## src/srec_pkg.sv

```systemverilog
// Shared types, character codes and helper functions of the S-record encoder.
`default_nettype none

package srec_pkg;

	// Input item kinds.
	localparam logic [1:0] KIND_HDR    = 2'd0;
	localparam logic [1:0] KIND_DATA   = 2'd1;
	localparam logic [1:0] KIND_BYTE   = 2'd2;
	localparam logic [1:0] KIND_FINISH = 2'd3;

	// ASCII codes used in the record text.
	localparam logic [6:0] CH_S  = 7'h53;
	localparam logic [6:0] CH_0  = 7'h30;
	localparam logic [6:0] CH_1  = 7'h31;
	localparam logic [6:0] CH_5  = 7'h35;
	localparam logic [6:0] CH_9  = 7'h39;
	localparam logic [6:0] CH_CR = 7'h0D;
	localparam logic [6:0] CH_LF = 7'h0A;

	// Character positions within one record line.
	localparam logic [3:0] POS_S      = 4'd0;
	localparam logic [3:0] POS_TYPE   = 4'd1;
	localparam logic [3:0] POS_CNT_HI = 4'd2;
	localparam logic [3:0] POS_CNT_LO = 4'd3;
	localparam logic [3:0] POS_VAL_3  = 4'd4;
	localparam logic [3:0] POS_VAL_2  = 4'd5;
	localparam logic [3:0] POS_VAL_1  = 4'd6;
	localparam logic [3:0] POS_VAL_0  = 4'd7;
	localparam logic [3:0] POS_SUM_HI = 4'd8;
	localparam logic [3:0] POS_SUM_LO = 4'd9;
	localparam logic [3:0] POS_CR     = 4'd10;
	localparam logic [3:0] POS_LF     = 4'd11;

	localparam logic [7:0] SHORT_COUNT = 8'd3;

	// One command for the character sequencer.
	typedef struct packed {
		logic [6:0]  type_char;  // record type digit
		logic        byte_only;  // payload byte: starts at the low value digits
		logic [7:0]  count;
		logic [15:0] value;      // address, counter or payload byte
		logic [7:0]  csum;
		logic        tail;       // line ends with checksum and CR LF
		logic        two_part;   // finish: a second line follows with S9
		logic [15:0] value2;
		logic [7:0]  csum2;
	} srec_cmd_t;

	function automatic logic [6:0] hex_char(input logic [3:0] nib);
		logic [6:0] ext;
		ext = {3'b000, nib};
		if (nib < 4'd10) begin
			hex_char = CH_0 + ext;
		end else begin
			hex_char = 7'h37 + ext;
		end
	endfunction

	function automatic logic [6:0] line_char(input srec_cmd_t cmd, input logic [3:0] pos,
			input logic second);
		logic [15:0] v;
		logic [7:0]  s;
		v = second ? cmd.value2 : cmd.value;
		s = second ? cmd.csum2 : cmd.csum;
		case (pos)
			POS_S:      line_char = CH_S;
			POS_TYPE:   line_char = second ? CH_9 : cmd.type_char;
			POS_CNT_HI: line_char = hex_char(cmd.count[7:4]);
			POS_CNT_LO: line_char = hex_char(cmd.count[3:0]);
			POS_VAL_3:  line_char = hex_char(v[15:12]);
			POS_VAL_2:  line_char = hex_char(v[11:8]);
			POS_VAL_1:  line_char = hex_char(v[7:4]);
			POS_VAL_0:  line_char = hex_char(v[3:0]);
			POS_SUM_HI: line_char = hex_char(s[7:4]);
			POS_SUM_LO: line_char = hex_char(s[3:0]);
			POS_CR:     line_char = CH_CR;
			POS_LF:     line_char = CH_LF;
			default:    line_char = CH_S;
		endcase
	endfunction

endpackage

`default_nettype wire

```

## src/srec_record_encoder.sv

```systemverilog
// Top level of the S-record text encoder: front end, command queue, sequencer.
//
//   channel  direction  handshake          payload
//   input    in         push / full        kind, length, address, data_byte, start_address
//   result   out        empty / pop        char_out, last
//
// The sequencer gives one character a cycle from its output register unless pop
// is held low. An item gives 2 or 6 characters for a payload byte, 8 or 12 for
// a record start, 24 for a finish, none for a dropped byte.
// The front end takes an item every cycle until CMD_DEPTH commands wait in
// the queue. Reset clears the record state, the queue and the output valid flag.
// Holding pop low stalls the sequencer only; the front end keeps filling the queue.
`default_nettype none

module srec_record_encoder #(
	parameter int CMD_DEPTH = 4
) (
	input  wire logic        clk,
	input  wire logic        arst_n,
	input  wire logic        push,
	output logic             full,
	input  wire logic [1:0]  kind,
	input  wire logic [7:0]  length,
	input  wire logic [15:0] address,
	input  wire logic [7:0]  data_byte,
	input  wire logic [15:0] start_address,
	output logic             empty,
	input  wire logic        pop,
	output logic [6:0]       char_out,
	output logic             last
);

	srec_pkg::srec_cmd_t front_cmd;
	srec_pkg::srec_cmd_t head_cmd;
	logic                cmd_push;
	logic                cmd_pop;
	logic                cmd_empty;
	logic                take;

	assign take = push && !full;

	srec_front u_front (
		.clk           (clk),
		.arst_n        (arst_n),
		.take          (take),
		.kind          (kind),
		.length        (length),
		.address       (address),
		.data_byte     (data_byte),
		.start_address (start_address),
		.cmd           (front_cmd),
		.cmd_push      (cmd_push)
	);

	srec_cmd_fifo #(
		.DEPTH (CMD_DEPTH)
	) u_fifo (
		.clk    (clk),
		.arst_n (arst_n),
		.push   (cmd_push),
		.wdata  (front_cmd),
		.pop    (cmd_pop),
		.rdata  (head_cmd),
		.full   (full),
		.empty  (cmd_empty)
	);

	srec_back u_back (
		.clk       (clk),
		.arst_n    (arst_n),
		.cmd       (head_cmd),
		.cmd_valid (!cmd_empty),
		.cmd_pop   (cmd_pop),
		.pop       (pop),
		.empty     (empty),
		.char_out  (char_out),
		.last      (last)
	);

	// A command leaves the queue exactly when its final character is loaded.
	a_pop_marks_last: assert property (@(posedge clk) disable iff (!arst_n)
		cmd_pop |=> !empty && last)
		else $error("command retired without a final character");

	// The front end never writes into a full queue.
	a_no_push_full: assert property (@(posedge clk) disable iff (!arst_n)
		cmd_push |-> !full)
		else $error("command pushed into a full queue");

	// A full queue always has a head for the sequencer.
	a_full_not_empty: assert property (@(posedge clk) disable iff (!arst_n)
		full |-> !cmd_empty)
		else $error("queue full and empty at once");

endmodule

`default_nettype wire

```

## src/srec_front.sv

```systemverilog
// Front end: tracks the open record and turns each accepted item into a command.
`default_nettype none

module srec_front (
	input  wire logic               clk,
	input  wire logic               arst_n,
	input  wire logic               take,
	input  wire logic [1:0]         kind,
	input  wire logic [7:0]         length,
	input  wire logic [15:0]        address,
	input  wire logic [7:0]         data_byte,
	input  wire logic [15:0]        start_address,
	output srec_pkg::srec_cmd_t     cmd,
	output logic                    cmd_push
);

	logic        open_q;
	logic [7:0]  left_q;
	logic [7:0]  sum_q;
	logic [15:0] counter_q;

	logic        open_d;
	logic [7:0]  left_d;
	logic [7:0]  sum_d;
	logic [15:0] counter_d;

	logic [7:0]  count;
	logic [15:0] addr;
	logic [7:0]  head_sum;
	logic [7:0]  byte_sum;
	logic [7:0]  left_dec;
	logic [7:0]  s5_sum;
	logic [7:0]  s9_sum;

	always_comb begin
		count    = length + srec_pkg::SHORT_COUNT;
		addr     = (kind == srec_pkg::KIND_HDR) ? 16'h0000 : address;
		head_sum = count + addr[15:8] + addr[7:0];
		byte_sum = sum_q + data_byte;
		left_dec = left_q - 8'd1;
		s5_sum   = srec_pkg::SHORT_COUNT + counter_q[15:8] + counter_q[7:0];
		s9_sum   = srec_pkg::SHORT_COUNT + start_address[15:8] + start_address[7:0];

		open_d    = open_q;
		left_d    = left_q;
		sum_d     = sum_q;
		counter_d = counter_q;
		cmd_push  = 1'b0;

		cmd           = '0;
		cmd.count     = count;
		cmd.value     = addr;
		cmd.csum      = ~head_sum;
		cmd.value2    = start_address;
		cmd.csum2     = ~s9_sum;
		cmd.type_char = srec_pkg::CH_0;

		case (kind)
			srec_pkg::KIND_HDR, srec_pkg::KIND_DATA: begin
				cmd.type_char = (kind == srec_pkg::KIND_HDR) ? srec_pkg::CH_0 : srec_pkg::CH_1;
				cmd.tail      = (length == 8'd0);
				cmd_push      = take;
				if (take) begin
					open_d    = (length != 8'd0);
					left_d    = length;
					sum_d     = head_sum;
					counter_d = (kind == srec_pkg::KIND_HDR) ? 16'h0000 : counter_q + 16'd1;
				end
			end
			srec_pkg::KIND_BYTE: begin
				cmd.byte_only = 1'b1;
				cmd.value     = {8'h00, data_byte};
				cmd.csum      = ~byte_sum;
				cmd.tail      = (left_dec == 8'd0);
				// A byte with no open record is dropped.
				cmd_push      = take && open_q;
				if (take && open_q) begin
					sum_d  = byte_sum;
					left_d = left_dec;
					open_d = (left_dec != 8'd0);
				end
			end
			default: begin
				cmd.type_char = srec_pkg::CH_5;
				cmd.count     = srec_pkg::SHORT_COUNT;
				cmd.value     = counter_q;
				cmd.csum      = ~s5_sum;
				cmd.tail      = 1'b1;
				cmd.two_part  = 1'b1;
				cmd_push      = take;
				if (take) begin
					open_d = 1'b0;
					left_d = 8'd0;
				end
			end
		endcase
	end

	always_ff @(posedge clk or negedge arst_n) begin
		if (!arst_n) begin
			open_q    <= 1'b0;
			left_q    <= 8'd0;
			sum_q     <= 8'd0;
			counter_q <= 16'd0;
		end else begin
			open_q    <= open_d;
			left_q    <= left_d;
			sum_q     <= sum_d;
			counter_q <= counter_d;
		end
	end

endmodule

`default_nettype wire

```

## src/srec_cmd_fifo.sv

```systemverilog
// Command queue between the front end and the character sequencer.
`default_nettype none

module srec_cmd_fifo #(
	parameter int DEPTH = 4
) (
	input  wire logic                clk,
	input  wire logic                arst_n,
	input  wire logic                push,
	input  wire srec_pkg::srec_cmd_t wdata,
	input  wire logic                pop,
	output srec_pkg::srec_cmd_t      rdata,
	output logic                     full,
	output logic                     empty
);

	localparam int AW = (DEPTH > 1) ? $clog2(DEPTH) : 1;
	localparam int CW = $clog2(DEPTH + 1);

	srec_pkg::srec_cmd_t entries_q [DEPTH];
	logic [AW-1:0] wr_ptr_q;
	logic [AW-1:0] rd_ptr_q;
	logic [CW-1:0] count_q;

	assign full  = (count_q == CW'(DEPTH));
	assign empty = (count_q == '0);
	assign rdata = entries_q[rd_ptr_q];

	always_ff @(posedge clk) begin
		if (push) begin
			entries_q[wr_ptr_q] <= wdata;
		end
	end

	always_ff @(posedge clk or negedge arst_n) begin
		if (!arst_n) begin
			wr_ptr_q <= '0;
			rd_ptr_q <= '0;
			count_q  <= '0;
		end else begin
			if (push) begin
				wr_ptr_q <= (wr_ptr_q == AW'(DEPTH - 1)) ? '0 : wr_ptr_q + AW'(1);
			end
			if (pop) begin
				rd_ptr_q <= (rd_ptr_q == AW'(DEPTH - 1)) ? '0 : rd_ptr_q + AW'(1);
			end
			if (push && !pop) begin
				count_q <= count_q + CW'(1);
			end else if (pop && !push) begin
				count_q <= count_q - CW'(1);
			end
		end
	end

endmodule

`default_nettype wire

```

## src/srec_back.sv

```systemverilog
// Back end: walks each command one character a cycle into the output register, unless pop stalls it.
`default_nettype none

module srec_back (
	input  wire logic                clk,
	input  wire logic                arst_n,
	input  wire srec_pkg::srec_cmd_t cmd,
	input  wire logic                cmd_valid,
	output logic                     cmd_pop,
	input  wire logic                pop,
	output logic                     empty,
	output logic [6:0]               char_out,
	output logic                     last
);

	logic       active_q;
	logic [3:0] pos_q;
	logic       half_q;
	logic       valid_q;
	logic [6:0] char_q;
	logic       last_q;

	logic       advance;
	logic [3:0] cur_pos;
	logic       cur_half;
	logic       line_end;
	logic       is_last;

	always_comb begin
		advance  = cmd_valid && (!valid_q || pop);
		cur_pos  = active_q ? pos_q : (cmd.byte_only ? srec_pkg::POS_VAL_1 : srec_pkg::POS_S);
		cur_half = active_q && half_q;
		line_end = (cur_pos == (cmd.tail ? srec_pkg::POS_LF : srec_pkg::POS_VAL_0));
		is_last  = line_end && (!cmd.two_part || cur_half);
		cmd_pop  = advance && is_last;
	end

	assign empty    = !valid_q;
	assign char_out = char_q;
	assign last     = last_q;

	always_ff @(posedge clk or negedge arst_n) begin
		if (!arst_n) begin
			active_q <= 1'b0;
			pos_q    <= 4'd0;
			half_q   <= 1'b0;
			valid_q  <= 1'b0;
		end else begin
			if (advance) begin
				valid_q <= 1'b1;
				if (is_last) begin
					active_q <= 1'b0;
				end else if (line_end) begin
					// The S5 line is done; the S9 line follows.
					active_q <= 1'b1;
					pos_q    <= srec_pkg::POS_S;
					half_q   <= 1'b1;
				end else begin
					active_q <= 1'b1;
					pos_q    <= cur_pos + 4'd1;
					half_q   <= cur_half;
				end
			end else if (pop) begin
				valid_q <= 1'b0;
			end
		end
	end

	always_ff @(posedge clk) begin
		if (advance) begin
			char_q <= srec_pkg::line_char(cmd, cur_pos, cur_half);
			last_q <= is_last;
		end
	end

endmodule

`default_nettype wire

```

## config.mk

```make
export PLATFORM = sky130hd
export DESIGN_NAME = srec_record_encoder
export DESIGN_NICKNAME = d
export VERILOG_FILES = /design/src/srec_pkg.sv /design/src/srec_record_encoder.sv /design/src/srec_front.sv /design/src/srec_cmd_fifo.sv /design/src/srec_back.sv
export SDC_FILE = /design/constraint.sdc
export NUM_CORES = 1
export LEC_CHECK = 0
export BUFFER_PORTS_ARGS = -buffer_cell sky130_fd_sc_hd__buf_2
export CORE_AREA = 2 2 186 142
export DETAILED_ROUTE_END_ITERATION = 10
export DIE_AREA = 0 0 188 144
export PLACE_DENSITY = 0.77
export SLEW_MARGIN = 5
export SYNTH_ARGS = -nofsm -noshare
export SYNTH_HDL_FRONTEND = slang
export SYNTH_SLANG_ARGS = --single-unit
```

## constraint.sdc

```tcl
create_clock -name clk -period 4.3 [get_ports clk]
set_input_delay 0.86 -clock clk [delete_from_list [all_inputs] [get_ports clk]]
set_output_delay 0.86 -clock clk [all_outputs]
set_load 0.01 [all_outputs]
```

Yosys cells after proc, flatten, opt, wreduce, memory -nomap -nowiden
Memories as Yosys holds them, arrays and structs flattened.
Index checks and enable logic that the tools add are counted.
- latch bits: 0
- memory bits (read-only): 0
- bits of input ports: 54
- word-level logic and storage cells: 156
- flip-flop bits (word level): 55
- output and inout port bits: 10
- memories: 1
- memory bits (writable): 264
- mux-type cells: 47
- shifts and indexed selects: 0
- eq/ne operators: 19
- div/mod/pow operators: 0
- reduce and logical (&&, ||, !) cells: 32
- $mul: 0
- $lt $le $gt $ge: 8
- add/subtract/negate cells: 31
- bitwise operators: 5
- memories (name ; depth ; width ; read ports ; clocked after memory_dff ; write ports ; RTL line ; text):
    u_fifo.entries_q ; 4 ; 66 ; 1 ; 0 ; 1 ; srec_cmd_fifo.sv:20 ; srec_pkg::srec_cmd_t entries_q [DEPTH];
- operators by type and width (cell ; count):
    $add 6x4->7 const A ; 16
    $pmux 7 s11 ; 1
    $mux 7 ; 9
    $mux 8 ; 7
    $mux 16 ; 3
    $pmux 24 s2 ; 1
    $add 8x8->8 ; 5
    $lt 4x4->1 const B ; 8
    $not 8->8 ; 4
    $pmux 8 s2 ; 2
    $add 16x1->16 const B ; 1
    $add 2x8->8 const A ; 2
    $eq 4x3->1 const B ; 4
    $eq 4x4->1 const B ; 4
    $logic_not 8->1 ; 2
    $reduce_bool 8->1 ; 2
    $pmux 7 s2 ; 1
    $mux 1 ; 13
    $mux 4 ; 3
    $mux 3 ; 3
    $add 8x2->8 const B ; 1
    $eq 4x2->1 const B ; 2
    $logic_and 1x1->1 ; 8
    $reduce_bool 2->1 ; 4
    other kinds (22) ; 36

Logic depth before layout (Yosys ltp)
- depth in word-level cells: 9
- depth in mapped cells: 21
- gate-level depth less buffers: 16

By module
From an unflattened synthesis, not the netlist that was laid out.
- cell total of the unflattened synthesis: 1164
- area total of the unflattened synthesis: 16203.0 µm²
- modules (own cells, without submodules) (module ; times used ; area each (µm²) ; sequential area each (µm²) ; cells an instance):
    srec_cmd_fifo ; 1 ; 9959.6 ; 8102.8 ; 382
    srec_front ; 1 ; 3971.3 ; 825.8 ; 492
    srec_back ; 1 ; 2254.7 ; 415.4 ; 288
    srec_record_encoder ; 1 ; 17.5 ; 0.0 ; 2

Least setup slack after synthesis
Ideal clock, no wire load.
- path kind: in2reg
- start: input kind[1]
- end: memory u_fifo.entries_q[0][33] in the netlist's numbering (data pin)
- setup time: 0.272 ns
- data arrival time: 3.768 ns
- slack: 0.261 ns
- buffers on the path: 2
- required time: 4.028 ns
- stages on the path: 15
- path through: clkbuf_1 > nor2_1 > clkbuf_1 > nor2b_1 > fa_1 > ha_1 > inv_1 > fa_1 > inv_1 > a21oi_1 > o21bai_1 > a21o_1 > a21oi_1 > xnor2_1 > a221o_1
- RTL lines (item ; RTL line ; text):
    start: declaration ; srec_record_encoder.sv:22 ; input wire logic [1:0] kind,
    end: declaration ; srec_cmd_fifo.sv:20 ;

Final worst setup path
- start: register u_back.half_q
- end: register u_back.char_q[1] (netlist: u_back.char_out[1]) (data pin)
- word-level cells in the longest chain between the ends: 5
- elaborated cells on any way between the ends: 29
- those cells by class: 12 x add/sub; 6 x order compare; 10 x mux; 1 x reduce/logical
- RTL lines (item ; RTL line ; text):
    start: declaration ; srec_back.sv:18 ; logic half_q;
    start signal: assignment ; srec_back.sv:61 ; half_q <= cur_half;
    $logic_and 1x1->1 (*) ; srec_back.sv:32 ; cur_half = active_q && half_q;
    $mux 8 or $mux 16 (tied branches) ; srec_pkg.sv:65, srec_pkg.sv:64 ;
    $add 6x4->7 (tied with other cells) ; srec_pkg.sv:56 ; hex_char = 7'h37 + ext;
    $mux 7 ; srec_pkg.sv:53 ; if (nib < 4'd10) begin
    $pmux 7 s11 (*) ; srec_pkg.sv:66 ; case (pos)
    end signal: assignment ; srec_back.sv:71 ; char_q <= srec_pkg::line_char(cmd, cur_pos, cur_half);
    end: declaration ; srec_back.sv:20 ; logic [6:0] char_q;
Mark *: on every way between the ends. The rest lies on a longest branch, timed or not.
A chain may end at the register's enable or synchronous reset.

==> metrics.yaml <==
status: "finished, final reports clean"
grt_usage: 0.262
antenna_left: 0
layout_commonest_cell: "edfxtp_1"
fill_cells: 1837
layout-drive-gt1-share: 0.183
finish.utilization: 0.656
synth.avg_cell_area_um2: 13.7
cts_hold_buffers: 0
die_x_um: 188
reg2reg_from: "u_back.half_q"
antenna_found_initial: 0
fin_worst_skew_ps: 15.6
p_per_area_nw_per_um2: 713
ys.flop_type: "edfxtp_1"
clk_pin_slew_ps: 60
leakage_nw: 6.34
cts_sinks: 295
cts_root_buf: "clkbuf_16"
cts_resized: 0
hold_class: "in2async"
cts_setup_buffers: 0
reg2reg_depth: 9
tightest_slew_ps: 1030
area_growth_pct: 12.1
yosysSeqAreaShare: 0.578
fin_nets: 1301
clk_latency_ps: 550
path_class: "reg2reg"
io_buffer_count: 63
cts_buffers: 28
routed_wl_um: 34200
slew_violations: 0
firstDrtPassIters: 5
grt-ovfl-total: 0
rrSetupSlack_ps: 490
worstPathArrival_ps: 4050
final_cell_mix: "248 x edfxtp_1, 80 x nand2_1, 63 x inv_1, 63 x buf_2, 61 x ha_1"
synth_cells: 1090
max_slew_margin: 0.307
fin_tns_setup_ps: 0
die_h_um: 144
cts_max_path_buffers: 3
synth_nets: 1217
cap_violations: 0
viasPerCell: 6.09
crit_chain: "and2_1, buf_4, mux4_2, mux2i_1, ha_1, nor2b_1, nor2_1, a222oi_1, nand3_1"
drc: 0
yosysUniqueCellTypes: 68
vias: 9374
hpwl_um: 24300
synth-edff-count: 248
clock.fmax_mhz: 262
crit_path_start_kind: "flip-flop"
place_congestion: 0.963
finalCriticalPeriod_ps: 3810
wl_per_cell_um: 22.2
cp_slowest_stage_delay_ps: 720
yosys_register_bits: 295
finalCritPeriodShare: 0.887
synth_area_um2: 14900
cts.htree.levels: 1
dieArea_um2: 27100
required_ps: 4540
std_cell_rows: 51
grt_pass1_wl_um: 53500
yosys_warnings: 0
peakVddDrop_mv: 0.445
io_pins: 64
slowest_stage: "and2_1"
cts_tree: "built"
drt-initial-drc-count: 943
grt_pass1_vias: 9228
setup_viol: 0
grt_max_degree: 61
r2r_end: "u_back.char_out[1]"
initial_core_util: 0.586
postSynth.asyncResetShare: 0.159
end_kind: "flip-flop"
core_area_um2: 25500
hold_violations: 0
diodes: 0
rsz0062_at_grt: "false"
worstPathMaxFanout: 15
[state kept, by name, summed over array words and instances (netlist names), 2 cells and up]
signal and cells:
u_front.counter_q 16, u_fifo.count_q 3, u_fifo.rd_ptr_q 2, u_back.char_out 7
u_back.pos_q 4, u_front.sum_q 8, u_front.left_q 8, u_fifo.wr_ptr_q 2
u_fifo.entries_q 240
[cell families after synthesis]
logic type                 count (synthesis)  share of synthesized area
buffers and inverters                    103                     0.0303
adders and majority gates                 73                     0.0673
and+or+nand+nor                          257                     0.0830
xor gates and xnor gates                  65                     0.0382
muxes                                    123                      0.129
DFF                                      295                      0.578
AOI/OAI and AO/OA                        174                     0.0738
[routing by layer]
metal	global-route usage	up-vias	part of all wire
li1	-	4259	-
met1	0.391	4669	0.44
met2	0.410	386	0.46
met3	0.0347	60	0.073
met4	0.0738	0	0.026
met5	0	-	0
[final cells by class]
type | instances | area [µm²] | area share
Multi-Input combinational cell | 692 | 5840 | 0.350
Clock buffer | 39 | 835 | 0.0499
Timing Repair Buffer | 92 | 608 | 0.0364
Sequential cell | 295 | 8630 | 0.516
Tap cell | 344 | 430 | 0.0258
Inverter | 65 | 244 | 0.0146
Clock inverter | 13 | 128 | 0.00764
[worst max path at each step]
stage / startpoint / to / cells past startpoint
after floorplan: kind[1] / u_fifo.entries_q[0][33] / 15
final: u_back.half_q / u_back.char_out[1] / 9
after global routing: u_back.half_q / u_back.char_out[1] / 9
after CTS: u_back.half_q / u_back.char_out[1] / 9
after detailed placement: kind[1] / u_fifo.entries_q[3][33] / 14
after global placement: kind[1] / u_fifo.entries_q[0][33] / 14
[critical path: cells and delay by family, from the launching register on]
kind	cells	cell delay [ps]
flip-flops	1	360
AO/OA/AOI/OAI	1	490
AND/OR/NAND/NOR	4	1150
multiplexers	2	840
adder cells (fa/ha/maj)	1	230
buffers and inverters	1	410
[synthesized netlist by cell type, types with 6 or more instances]
cell	n	area, µm²
edfxtp_1	248	7450
nand2_1	80	300
inv_1	63	236
ha_1	61	763
nor2_1	58	218
mux2i_1	54	541
mux4_2	54	1220
o21ai_0	54	270
dfrtp_1	47	1180
a21oi_1	44	220
xnor2_1	40	350
nor2b_1	29	181
xor2_1	25	219
nand3_1	20	100
clkbuf_1	19	71.3
nor3_1	19	95.1
and2_1	16	100
mux2_2	14	158
fa_1	12	240
nand2b_1	10	62.6
o22ai_1	10	62.6
a21o_1	9	67.6
buf_2	6	30.0
o21bai_1	6	45.0
or3_1	6	37.5
[per-stage QoR]
step                      setup WS (ps)  cell area (µm²)  power (mW)  instances  hold slack [ps]
final                               486            16700        11.9       1540              177
after global routing                248            16700        12.6       1540              180
after CTS                           525            16700        11.9       1540              173
after detailed placement            315            15800        9.37       1488              490
after global placement              390            15800        9.20       1488              479
after floorplan                     261            14900        7.88       1090              456
[power breakdown]
group / internal [mW] / switching, mW
logic: 2.14 / 3.02
clock network: 1.48 / 1.05
registers: 3.91 / 0.336
Power figures use the tool's default switching activity.
